===== src/ptd_pkg.sv =====
// Package for the periodic task dispatcher: slot count, field widths,
// command and result codes, payload structs and the sequencer state type.
// Depends on nothing; every module of the dispatcher imports it.
package ptd_pkg;

  localparam int TASK_COUNT  = 8;
  localparam int MAX_RESULTS = 8;

  localparam int IDX_W  = (TASK_COUNT > 1) ? $clog2(TASK_COUNT) : 1;
  localparam int CNT_W  = $clog2(TASK_COUNT + 1);
  localparam int REP_W  = $clog2(MAX_RESULTS + 1);
  localparam int SLOT_W = 3;
  localparam int CODE_W = 3;
  localparam int TIME_W = 16;

  localparam logic [CODE_W-1:0] CMD_CREATE  = 3'd0;
  localparam logic [CODE_W-1:0] CMD_SUSPEND = 3'd1;
  localparam logic [CODE_W-1:0] CMD_RESUME  = 3'd2;
  localparam logic [CODE_W-1:0] CMD_DELETE  = 3'd3;
  localparam logic [CODE_W-1:0] CMD_TICK    = 3'd4;

  localparam logic [CODE_W-1:0] KIND_CREATE_OK     = 3'd0;
  localparam logic [CODE_W-1:0] KIND_CREATE_REJECT = 3'd1;
  localparam logic [CODE_W-1:0] KIND_DISPATCH      = 3'd2;
  localparam logic [CODE_W-1:0] KIND_IDLE_TICK     = 3'd3;
  localparam logic [CODE_W-1:0] KIND_ACK           = 3'd4;

  typedef struct packed {
    logic [CODE_W-1:0] command;
    logic [SLOT_W-1:0] task_req;
    logic [TIME_W-1:0] period;
    logic [TIME_W-1:0] first_delay;
  } ptd_in_t;

  typedef struct packed {
    logic [CODE_W-1:0] kind;
    logic [SLOT_W-1:0] slot;
    logic              last;
  } ptd_out_t;

  typedef enum logic [1:0] {
    ST_IDLE,
    ST_TICK,
    ST_FLUSH
  } ptd_state_t;

endpackage


===== src/periodic_task_dispatcher.sv =====
// Top level of the periodic task dispatcher: slot flags, period and
// countdown memories, and the tick sequencer that walks the slots.
// Depends on ptd_pkg.
//
// A create, suspend, resume or delete command is accepted while idle and its
// single result appears on the following cycle; busy stays low, so the next
// command may follow at once. A tick reads the countdown and period memories
// one slot per cycle, pipelined against the write-back of the slot before,
// and keeps busy high until the walk has ended and the flush state has passed.
// Each dispatch result is held back until the next due slot has been found or
// the walk has ended, so that the final one can carry last; the final result
// of a tick is sent from the flush state. A tick with nothing due gives one
// idle-tick result. Results are strobed by out_valid for one cycle and cannot
// be held off, so the receiver must take every transfer when it is presented.
module periodic_task_dispatcher
  import ptd_pkg::*;
(
  input  logic     clk,
  input  logic     rst_n,
  input  logic     start,
  output logic     busy,
  input  ptd_in_t  in_data,
  output logic     out_valid,
  output ptd_out_t out_data
);

  ptd_state_t state_r, state_nxt;

  logic [TASK_COUNT-1:0] occupied_r, occupied_nxt;
  logic [TASK_COUNT-1:0] running_r, running_nxt;
  logic [TASK_COUNT-1:0] cd_vld_r, cd_vld_nxt;

  logic [TIME_W-1:0] period_mem [TASK_COUNT];
  logic [TIME_W-1:0] cd_mem [TASK_COUNT];
  logic [TIME_W-1:0] per_q, cd_q;

  logic [CNT_W-1:0]  rd_idx_r, rd_idx_nxt;
  logic              pv_r, pv_nxt;
  logic [IDX_W-1:0]  pidx_r, pidx_nxt;
  logic [REP_W-1:0]  rep_cnt_r, rep_cnt_nxt;
  logic              pend_vld_r, pend_vld_nxt;
  logic [SLOT_W-1:0] pend_slot_r, pend_slot_nxt;
  logic              out_valid_r, out_valid_nxt;
  ptd_out_t          out_data_r, out_data_nxt;

  logic              accept;
  logic              req_ok;
  logic [IDX_W-1:0]  req_idx;
  logic              rd_en;
  logic [IDX_W-1:0]  rd_addr;
  logic              last_proc;
  logic [TIME_W-1:0] cd_cur;
  logic              due;
  logic              wb_en;
  logic [TIME_W-1:0] wb_data;
  logic              create_wr;
  logic              cd_wr_en;
  logic [IDX_W-1:0]  cd_wr_addr;
  logic [TIME_W-1:0] cd_wr_data;

  assign accept  = start && !busy;
  assign req_ok  = int'(in_data.task_req) < TASK_COUNT;
  assign req_idx = IDX_W'(in_data.task_req);
  assign rd_addr = rd_idx_r[IDX_W-1:0];
  assign last_proc = pv_r && (pidx_r == IDX_W'(TASK_COUNT - 1));

  always_comb begin
    state_nxt = state_r;
    case (state_r)
      ST_IDLE: begin
        if (accept && in_data.command == CMD_TICK) begin
          state_nxt = ST_TICK;
        end
      end
      ST_TICK: begin
        if (last_proc) begin
          state_nxt = ST_FLUSH;
        end
      end
      ST_FLUSH: state_nxt = ST_IDLE;
      default:  state_nxt = ST_IDLE;
    endcase
  end

  always_comb begin
    busy  = 1'b1;
    rd_en = 1'b0;
    case (state_r)
      ST_IDLE:  busy = 1'b0;
      ST_TICK:  rd_en = int'(rd_idx_r) < TASK_COUNT;
      ST_FLUSH: busy = 1'b1;
      default:  busy = 1'b1;
    endcase
  end

  always_comb begin
    cd_cur  = cd_vld_r[pidx_r] ? cd_q : '0;
    due     = pv_r && running_r[pidx_r] && occupied_r[pidx_r] && (cd_cur == '0);
    wb_en   = pv_r && running_r[pidx_r] && ((cd_cur != '0) || occupied_r[pidx_r]);
    wb_data = (cd_cur == '0) ? per_q - 1'b1 : cd_cur - 1'b1;
  end

  always_comb begin
    occupied_nxt  = occupied_r;
    running_nxt   = running_r;
    cd_vld_nxt    = cd_vld_r;
    rd_idx_nxt    = rd_idx_r;
    pv_nxt        = rd_en;
    pidx_nxt      = rd_addr;
    rep_cnt_nxt   = rep_cnt_r;
    pend_vld_nxt  = pend_vld_r;
    pend_slot_nxt = pend_slot_r;
    out_valid_nxt = 1'b0;
    out_data_nxt  = out_data_r;
    create_wr     = 1'b0;

    if (rd_en) begin
      rd_idx_nxt = rd_idx_r + 1'b1;
    end

    if (accept) begin
      out_data_nxt.slot = in_data.task_req;
      out_data_nxt.last = 1'b1;
      out_data_nxt.kind = KIND_ACK;
      case (in_data.command)
        CMD_CREATE: begin
          out_valid_nxt = 1'b1;
          if (req_ok && !occupied_r[req_idx]) begin
            create_wr             = 1'b1;
            occupied_nxt[req_idx] = 1'b1;
            running_nxt[req_idx]  = 1'b1;
            cd_vld_nxt[req_idx]   = 1'b1;
            out_data_nxt.kind     = KIND_CREATE_OK;
          end else begin
            out_data_nxt.kind = KIND_CREATE_REJECT;
          end
        end
        CMD_SUSPEND: begin
          out_valid_nxt = 1'b1;
          if (req_ok) begin
            running_nxt[req_idx] = 1'b0;
          end
        end
        CMD_RESUME: begin
          out_valid_nxt = 1'b1;
          if (req_ok) begin
            running_nxt[req_idx] = 1'b1;
          end
        end
        CMD_DELETE: begin
          out_valid_nxt = 1'b1;
          if (req_ok) begin
            occupied_nxt[req_idx] = 1'b0;
          end
        end
        CMD_TICK: begin
          rd_idx_nxt   = '0;
          rep_cnt_nxt  = '0;
          pend_vld_nxt = 1'b0;
        end
        default: out_valid_nxt = 1'b0;
      endcase
    end

    if (due && (int'(rep_cnt_r) < MAX_RESULTS)) begin
      rep_cnt_nxt   = rep_cnt_r + 1'b1;
      pend_vld_nxt  = 1'b1;
      pend_slot_nxt = SLOT_W'(pidx_r);
      if (pend_vld_r) begin
        out_valid_nxt = 1'b1;
        out_data_nxt  = '{kind: KIND_DISPATCH, slot: pend_slot_r, last: 1'b0};
      end
    end

    if (state_r == ST_FLUSH) begin
      out_valid_nxt = 1'b1;
      pend_vld_nxt  = 1'b0;
      if (pend_vld_r) begin
        out_data_nxt = '{kind: KIND_DISPATCH, slot: pend_slot_r, last: 1'b1};
      end else begin
        out_data_nxt = '{kind: KIND_IDLE_TICK, slot: '0, last: 1'b1};
      end
    end
  end

  always_comb begin
    cd_wr_en   = create_wr || wb_en;
    cd_wr_addr = create_wr ? req_idx : pidx_r;
    cd_wr_data = create_wr ? in_data.first_delay : wb_data;
  end

  always_ff @(posedge clk) begin
    if (create_wr) begin
      period_mem[req_idx] <= in_data.period;
    end
    if (cd_wr_en) begin
      cd_mem[cd_wr_addr] <= cd_wr_data;
    end
    if (rd_en) begin
      per_q <= period_mem[rd_addr];
      cd_q  <= cd_mem[rd_addr];
    end
  end

  always_ff @(posedge clk) begin
    if (!rst_n) begin
      state_r     <= ST_IDLE;
      occupied_r  <= '0;
      running_r   <= '0;
      cd_vld_r    <= '0;
      rd_idx_r    <= '0;
      pv_r        <= 1'b0;
      rep_cnt_r   <= '0;
      pend_vld_r  <= 1'b0;
      out_valid_r <= 1'b0;
    end else begin
      state_r     <= state_nxt;
      occupied_r  <= occupied_nxt;
      running_r   <= running_nxt;
      cd_vld_r    <= cd_vld_nxt;
      rd_idx_r    <= rd_idx_nxt;
      pv_r        <= pv_nxt;
      rep_cnt_r   <= rep_cnt_nxt;
      pend_vld_r  <= pend_vld_nxt;
      out_valid_r <= out_valid_nxt;
    end
  end

  always_ff @(posedge clk) begin
    pidx_r      <= pidx_nxt;
    pend_slot_r <= pend_slot_nxt;
    out_data_r  <= out_data_nxt;
  end

  assign out_valid = out_valid_r;
  assign out_data  = out_data_r;

  a_cmd_answered: assert property (@(posedge clk) disable iff (!rst_n)
    (accept && (in_data.command == CMD_CREATE || in_data.command == CMD_SUSPEND ||
                in_data.command == CMD_RESUME || in_data.command == CMD_DELETE))
    |=> (out_valid && out_data.last))
    else $error("A slot command did not give a single final result.");

  a_tick_busy: assert property (@(posedge clk) disable iff (!rst_n)
    (accept && in_data.command == CMD_TICK) |=> busy)
    else $error("A tick transfer did not start the slot walk.");

  a_no_stale_pend: assert property (@(posedge clk) disable iff (!rst_n)
    !busy |-> !pend_vld_r)
    else $error("A dispatch result was left pending after a tick.");

  a_idle_slot_zero: assert property (@(posedge clk) disable iff (!rst_n)
    (out_valid && out_data.kind == KIND_IDLE_TICK)
    |-> (out_data.slot == '0 && out_data.last))
    else $error("An idle-tick result carried a slot or was not final.");

endmodule


===== config.mk =====
export PLATFORM = sky130hd
export DESIGN_NAME = periodic_task_dispatcher
export DESIGN_NICKNAME = d
export VERILOG_FILES = /design/src/ptd_pkg.sv /design/src/periodic_task_dispatcher.sv
export SDC_FILE = /design/constraint.sdc
export NUM_CORES = 1
export LEC_CHECK = 0
export BUFFER_PORTS_ARGS = -buffer_cell sky130_fd_sc_hd__buf_4
export CAP_MARGIN = 0
export CORE_MARGIN = 8
export CORE_UTILIZATION = 24
export DETAILED_ROUTE_END_ITERATION = 6
export HOLD_SLACK_MARGIN = 0.1
export SETUP_SLACK_MARGIN = 0.05
export SYNTH_ARGS = -nofsm -noshare
export SYNTH_HDL_FRONTEND = slang
export SYNTH_SLANG_ARGS = --single-unit

===== constraint.sdc =====
create_clock -name clk -period 3.9 [get_ports clk]
set_clock_uncertainty 0.1 [all_clocks]
set_input_delay 0.78 -clock clk [delete_from_list [all_inputs] [get_ports clk]]
set_output_delay 0.78 -clock clk [all_outputs]
set_load 0.005 [all_outputs]

* Yosys cells after proc, flatten, opt, wreduce, memory -nomap -nowiden
Memories as Yosys holds them, arrays and structs flattened. A register that Yosys moved wholly into a read port is not among the register bits.
Cells that the tools add are included.
** Storage, ports and cells
- Memories kept :: 2
- Register bits after elaboration :: 50
- Bits in read-only memories :: 0
- Bits in latches :: 0
- Memory bits (writable) :: 256
- Output and inout port bits :: 9
** Cells by class
- Bitwise logic cells :: 8
- Multipliers :: 0
- Equal/unequal tests :: 10
- Shifts and indexed selects :: 0
- Multiplexer cells :: 51
- Reductions and logical operators :: 26
- Add/subtract/negate cells :: 4
- Magnitude comparators :: 5
- Divide/modulo/power cells :: 0
** Memory list
- cd_mem :: words 8, width 16, rd ports 1, clocked after memory_dff 1, wr ports 1, line periodic_task_dispatcher.sv:34 : logic [TIME_W-1:0] cd_mem [TASK_COUNT];
- period_mem :: words 8, width 16, rd ports 1, clocked after memory_dff 1, wr ports 1, line periodic_task_dispatcher.sv:33 : logic [TIME_W-1:0] period_mem [TASK_COUNT];
** Operators by type and width (number)
- $mux 16 :: 3
- $sub 16x1->16 const B :: 2
- $mux 7 :: 4
- $mux 4 :: 6
- $or 8x8->8 :: 3
- $pmux 8 s3 :: 1
- $mux 1 :: 23
- $and 8x8->8 :: 2
- $logic_not 16->1 :: 1
- $mux 8 :: 2
- $pmux 8 s2 :: 1
- $reduce_bool 16->1 :: 1
- $bmux 1 s3 :: 4
- $logic_and 1x1->1 :: 9
- $reduce_and 3->1 :: 3
- $add 4x1->4 const B :: 2
- $lt 3x4->1 const B :: 2
- $lt 4x4->1 const B :: 2
- $not 8->8 :: 1
- $eq 3x2->1 const B :: 2
- $eq 3x3->1 const B :: 2
- $mux 3 :: 2
- $reduce_bool 2->1 :: 3
- $mux 5 :: 1
- other kinds (17) :: 22

* Depth between registers and ports, before layout
- Depth in word-level cells :: 9
- Depth in mapped cells :: 14

* Worst setup path before layout
OpenSTA, ideal clock, no wires.
- Path type :: reg-to-reg
- From :: register pidx_r[0]
- To :: memory cd_mem[0][12] (data pin)
- Clock period less this slack :: 3819 ps
- Setup slack :: 81 ps
- Data arrival time :: 3441 ps
- Stages on the path, launching flop included :: 14
- Cells stage by stage :: dfxtp_1 -> buf_4 -> mux4_2 -> or2_4 -> and2_1 -> buf_2 -> buf_2 -> a22oi_1 -> ha_1 -> nand2b_1 -> or3_2 -> a22oi_1 -> a21oi_1 -> o31ai_1
** On the way
- Cells in the longest elaborated chain, start to end :: 6
- Elaborated cells between the ends (all ways) :: 7
- Classes of those cells :: add/sub: 1; mux: 5; reduce/logical: 1
** RTL lines
- from (decl) :: line periodic_task_dispatcher.sv:39 : logic [IDX_W-1:0] pidx_r, pidx_nxt;
- from (signal assigned) :: line periodic_task_dispatcher.sv:230 : pidx_r <= pidx_nxt;
- $bmux 1 s3 * :: line periodic_task_dispatcher.sv:97 : cd_cur = cd_vld_r[pidx_r] ? cd_q : '0;
- $mux 1 (implied by the code) * :: line periodic_task_dispatcher.sv:97
- $mux 16 * :: line periodic_task_dispatcher.sv:97
- $sub 16x1->16 / $logic_not 16->1 (equally long branches) :: line periodic_task_dispatcher.sv:100 : wb_data = (cd_cur == '0) ? per_q - 1'b1 : cd_cur - 1'b1;
- $mux 16 * :: line periodic_task_dispatcher.sv:100
- $mux 16 * :: line periodic_task_dispatcher.sv:189 : cd_wr_data = create_wr ? in_data.first_delay : wb_data;
- via cd_wr_data[12] :: line periodic_task_dispatcher.sv:59 : logic [TIME_W-1:0] cd_wr_data;
- to (decl) :: line periodic_task_dispatcher.sv:34
The timed path passes the listed nets; every way through them passes the cells marked *. The select of a mux whose other input is x is not followed.

* Final worst setup path
- From :: register pidx_r[0]
- To :: memory cd_mem[6][8] (data pin)
Same word-level chain as after synthesis.

==> flow_summary.ini <==
[run_status]
status = complete, no violations

[timing]
finalCritPeriodShare = 0.939
hold_viol_final = 0
min_period_ns = 3.66
fmax_mhz = 273
worst_pin_slew_ns = 1.16
setup_tns_ns = 0
hold_ws_ns = 0.368
slew_viol_final = 0
relSlewSlack = 0.227
setup_viol = 0
rsz0062_at_grt = no

[synthesis]
netlist_top_cells_count = 291 x edfxtp_1, 69 x mux4_2, 54 x nor2_1
syn_inst = 771
synth_edf_count = 291
synth_area_per_cell_um2 = 17.8
synthArstFlopShare = 0
synthTopCellsByArea = edfxtp_1 64%, mux4_2 11%, dfxtp_1 6.9%
yosys.area.top_type = edfxtp_1
yosysMostFrequentCell = edfxtp_1
syn_area_um2 = 13700
yosysSeqAreaShare = 0.705
ys_types = 65
ys_ff_latch = 338
synthFlopType = edfxtp_1
synth.net_count = 815
synth_top_area_frac = 0.637
synth_warnings = 0

[setup_path]
cp_max_fo = 8
regToRegStartpoint = pidx_r[0]$_DFF_P_
cp-start-kind = register
worstRegToRegCells = 10
arrival_ns = 3.81
reg2reg_to = cd_mem[6][8]$_DFFE_PP_
end_kind = register
cp.required_ns = 4.05
crit_type = reg -> reg
reg2reg_slack_ns = 0.24

[clock_network]
postCtsSetupBuffers = 0
clkTransAtPathRegs_ns = 0.06
hold_buffers = 0
clock_path_buffers = 3
clkLatencyLatePin_ns = 0.52
numCtsBuffers = 36
cts-root-buf = clkbuf_16
tritoncts = done
clock-sinks = 338
post_cts_resized = 0
htree_levels = 2

[run]
maxCapViolations = 0

[grt]
grt_max_degree = 45
grt_pass1_vias = 7574
gr-total-overflow = 0
antenna_found_initial = 2
grt_pass1_wl_um = 48000
track_usage = 0.0965

[placed_design]
gp_congestion = 0.856
place_inst = 1570
io_buffers = 49
hpwlAfterDp_um = 19700

[routing]
wirelength_um = 31600
ant_nets = 0
first_pass_iters = 5
first_iter_violations = 636
vias = 7433
post_drt_via_cell_ratio = 4.55
drc = 0
wl_per_cell_um = 19.3

[floorplan]
die_w_um = 255
core-area_um2 = 56500
io_pins = 50
rows = 87
start_util = 0.243
dieHeight_um = 255
dieArea_um2 = 65100

[layout]
finalNonFillerCells = 1635
final_layout_size_suffix_gt1_frac = 0.325
syn_to_final_growth_pct = 19.2
final_nets = 896
diodes = 0

[power_and_ir_drop]
cellPowerDensity_nw_per_um2 = 466
p_leak_nw = 5.15
ir_worst_vdd_mv = 0.263

[worst_hold_path]
min-delay-start = cd_vld_r[7]$_SDFFE_PN0P_
min_path_cells = 1
holdPathEnd = cd_vld_r[7]$_SDFFE_PN0P_
hp-class = reg -> reg
-- cell families (layout without fill, tap and decap cells) --
family | count (synthesis) | count (layout) | share of synthesized area
XOR/XNOR | 12 | 12 | 0.00766
multiplexers | 118 | 118 | 0.153
adder cells (fa/ha/maj) | 3 | 3 | 0.00274
buffers and inverters | 38 | 146 | 0.0118
flip-flops | 338 | 338 | 0.705
AND/OR/NAND/NOR | 160 | 160 | 0.0593
AO/OA/AOI/OAI | 102 | 102 | 0.0606
-- power breakdown --
part           switching (W)  internal (W)  total (W)  leakage, nW
clock network        0.00137       0.00204    0.00341        0.574
registers          0.0000247       0.00395    0.00397         3.00
logic               0.000136      0.000112   0.000249         1.58
total                0.00153       0.00610    0.00763         5.15
-- sequential cells by signal, summed over array words and instances (netlist names), named ones only --
signal and cells:
period_mem 128, pend_slot_r 3, rep_cnt_r 4, cd_q 16, pv_r 1, out_valid 1, rd_idx_r 4, cd_mem 128
pend_vld_r 1, cd_vld_r 8, per_q 16, pidx_r 3, out_data 7, state_r 2
-- cells in the final DEF, fill, tap and decap left out, drive strengths merged, types with 6 or more instances in the layout --
master / count
a21oi: 12
a22oi: 7
and2: 6
buf: 80
clkbuf: 46
clkinv: 14
dfxtp: 47
edfxtp: 291
mux2: 39
mux2i: 10
mux4: 69
nand2: 30
nand3: 6
nand4: 7
nor2: 54
nor2b: 9
nor3: 12
nor4: 6
o21a: 10
o21ai: 6
o221a: 16
or3: 6
xnor2: 6
xor2: 6
-- per-layer routing --
| metal | global-route usage | wire [µm] |
|---|---|---|
| met1 | 0.132 | 14300 |
| met2 | 0.151 | 14700 |
| met3 | 0.0212 | 1830 |
| met4 | 0.0323 | 808 |
| met5 | 0 | 31 |
-- critical path, stage by stage (launching register included) --
cell and delay, ns:
dfxtp_1 0.39, mux4_2 0.51, or2_4 0.26, and2_1 0.16, a22oi_1 0.28, ha_2 0.32
nand2b_1 0.10, or3_2 0.45, a2bb2oi_1 0.34, xnor2_1 0.14, mux2_2 0.34
-- layout make-up --
class | instances | area (µm²)
fill | 5557 | 40100
tap | 756 | 946
clock buffer | 46 | 1010
clock inverter | 19 | 179
multi-input combinational | 395 | 3920
inverter | 1 | 3.75
timing repair buffer | 80 | 613
sequential | 338 | 9690
-- how the worst max path moves through the flow --
| stage | start | endpoint | slack [ns] | depth (start not counted) |
|---|---|---|---|---|
| 6_report | pidx_r[0]$_DFF_P_ | cd_mem[6][8]$_DFFE_PP_ | 0.24 | 10 |
| 5_1_grt | pidx_r[0]$_DFF_P_ | cd_mem[4][12]$_DFFE_PP_ | 0.1 | 11 |
| 4_1_cts | pidx_r[0]$_DFF_P_ | cd_mem[6][8]$_DFFE_PP_ | 0.12 | 11 |
| 3_5_place_dp | pidx_r[0]$_DFF_P_ | cd_mem[2][8]$_DFFE_PP_ | 0.16 | 11 |
| 3_3_place_gp | pidx_r[0]$_DFF_P_ | cd_mem[2][8]$_DFFE_PP_ | 0.29 | 11 |
| 2_1_floorplan | pidx_r[0]$_DFF_P_ | cd_mem[0][12]$_DFFE_PP_ | 0.08 | 13 |
-- per-stage QoR --
stage	util	power [W]	area [µm²]	setup WS, ns
6_report	0.290	0.00763	16400	0.239
5_1_grt	0.290	0.00786	16400	0.0998
4_1_cts	0.289	0.00771	16400	0.125
3_5_place_dp	0.268	0.00430	15200	0.162
3_3_place_gp	0.268	0.00430	15200	0.288
2_1_floorplan	-	0.00418	13700	0.0810
(Power assumes the default switching activity.)
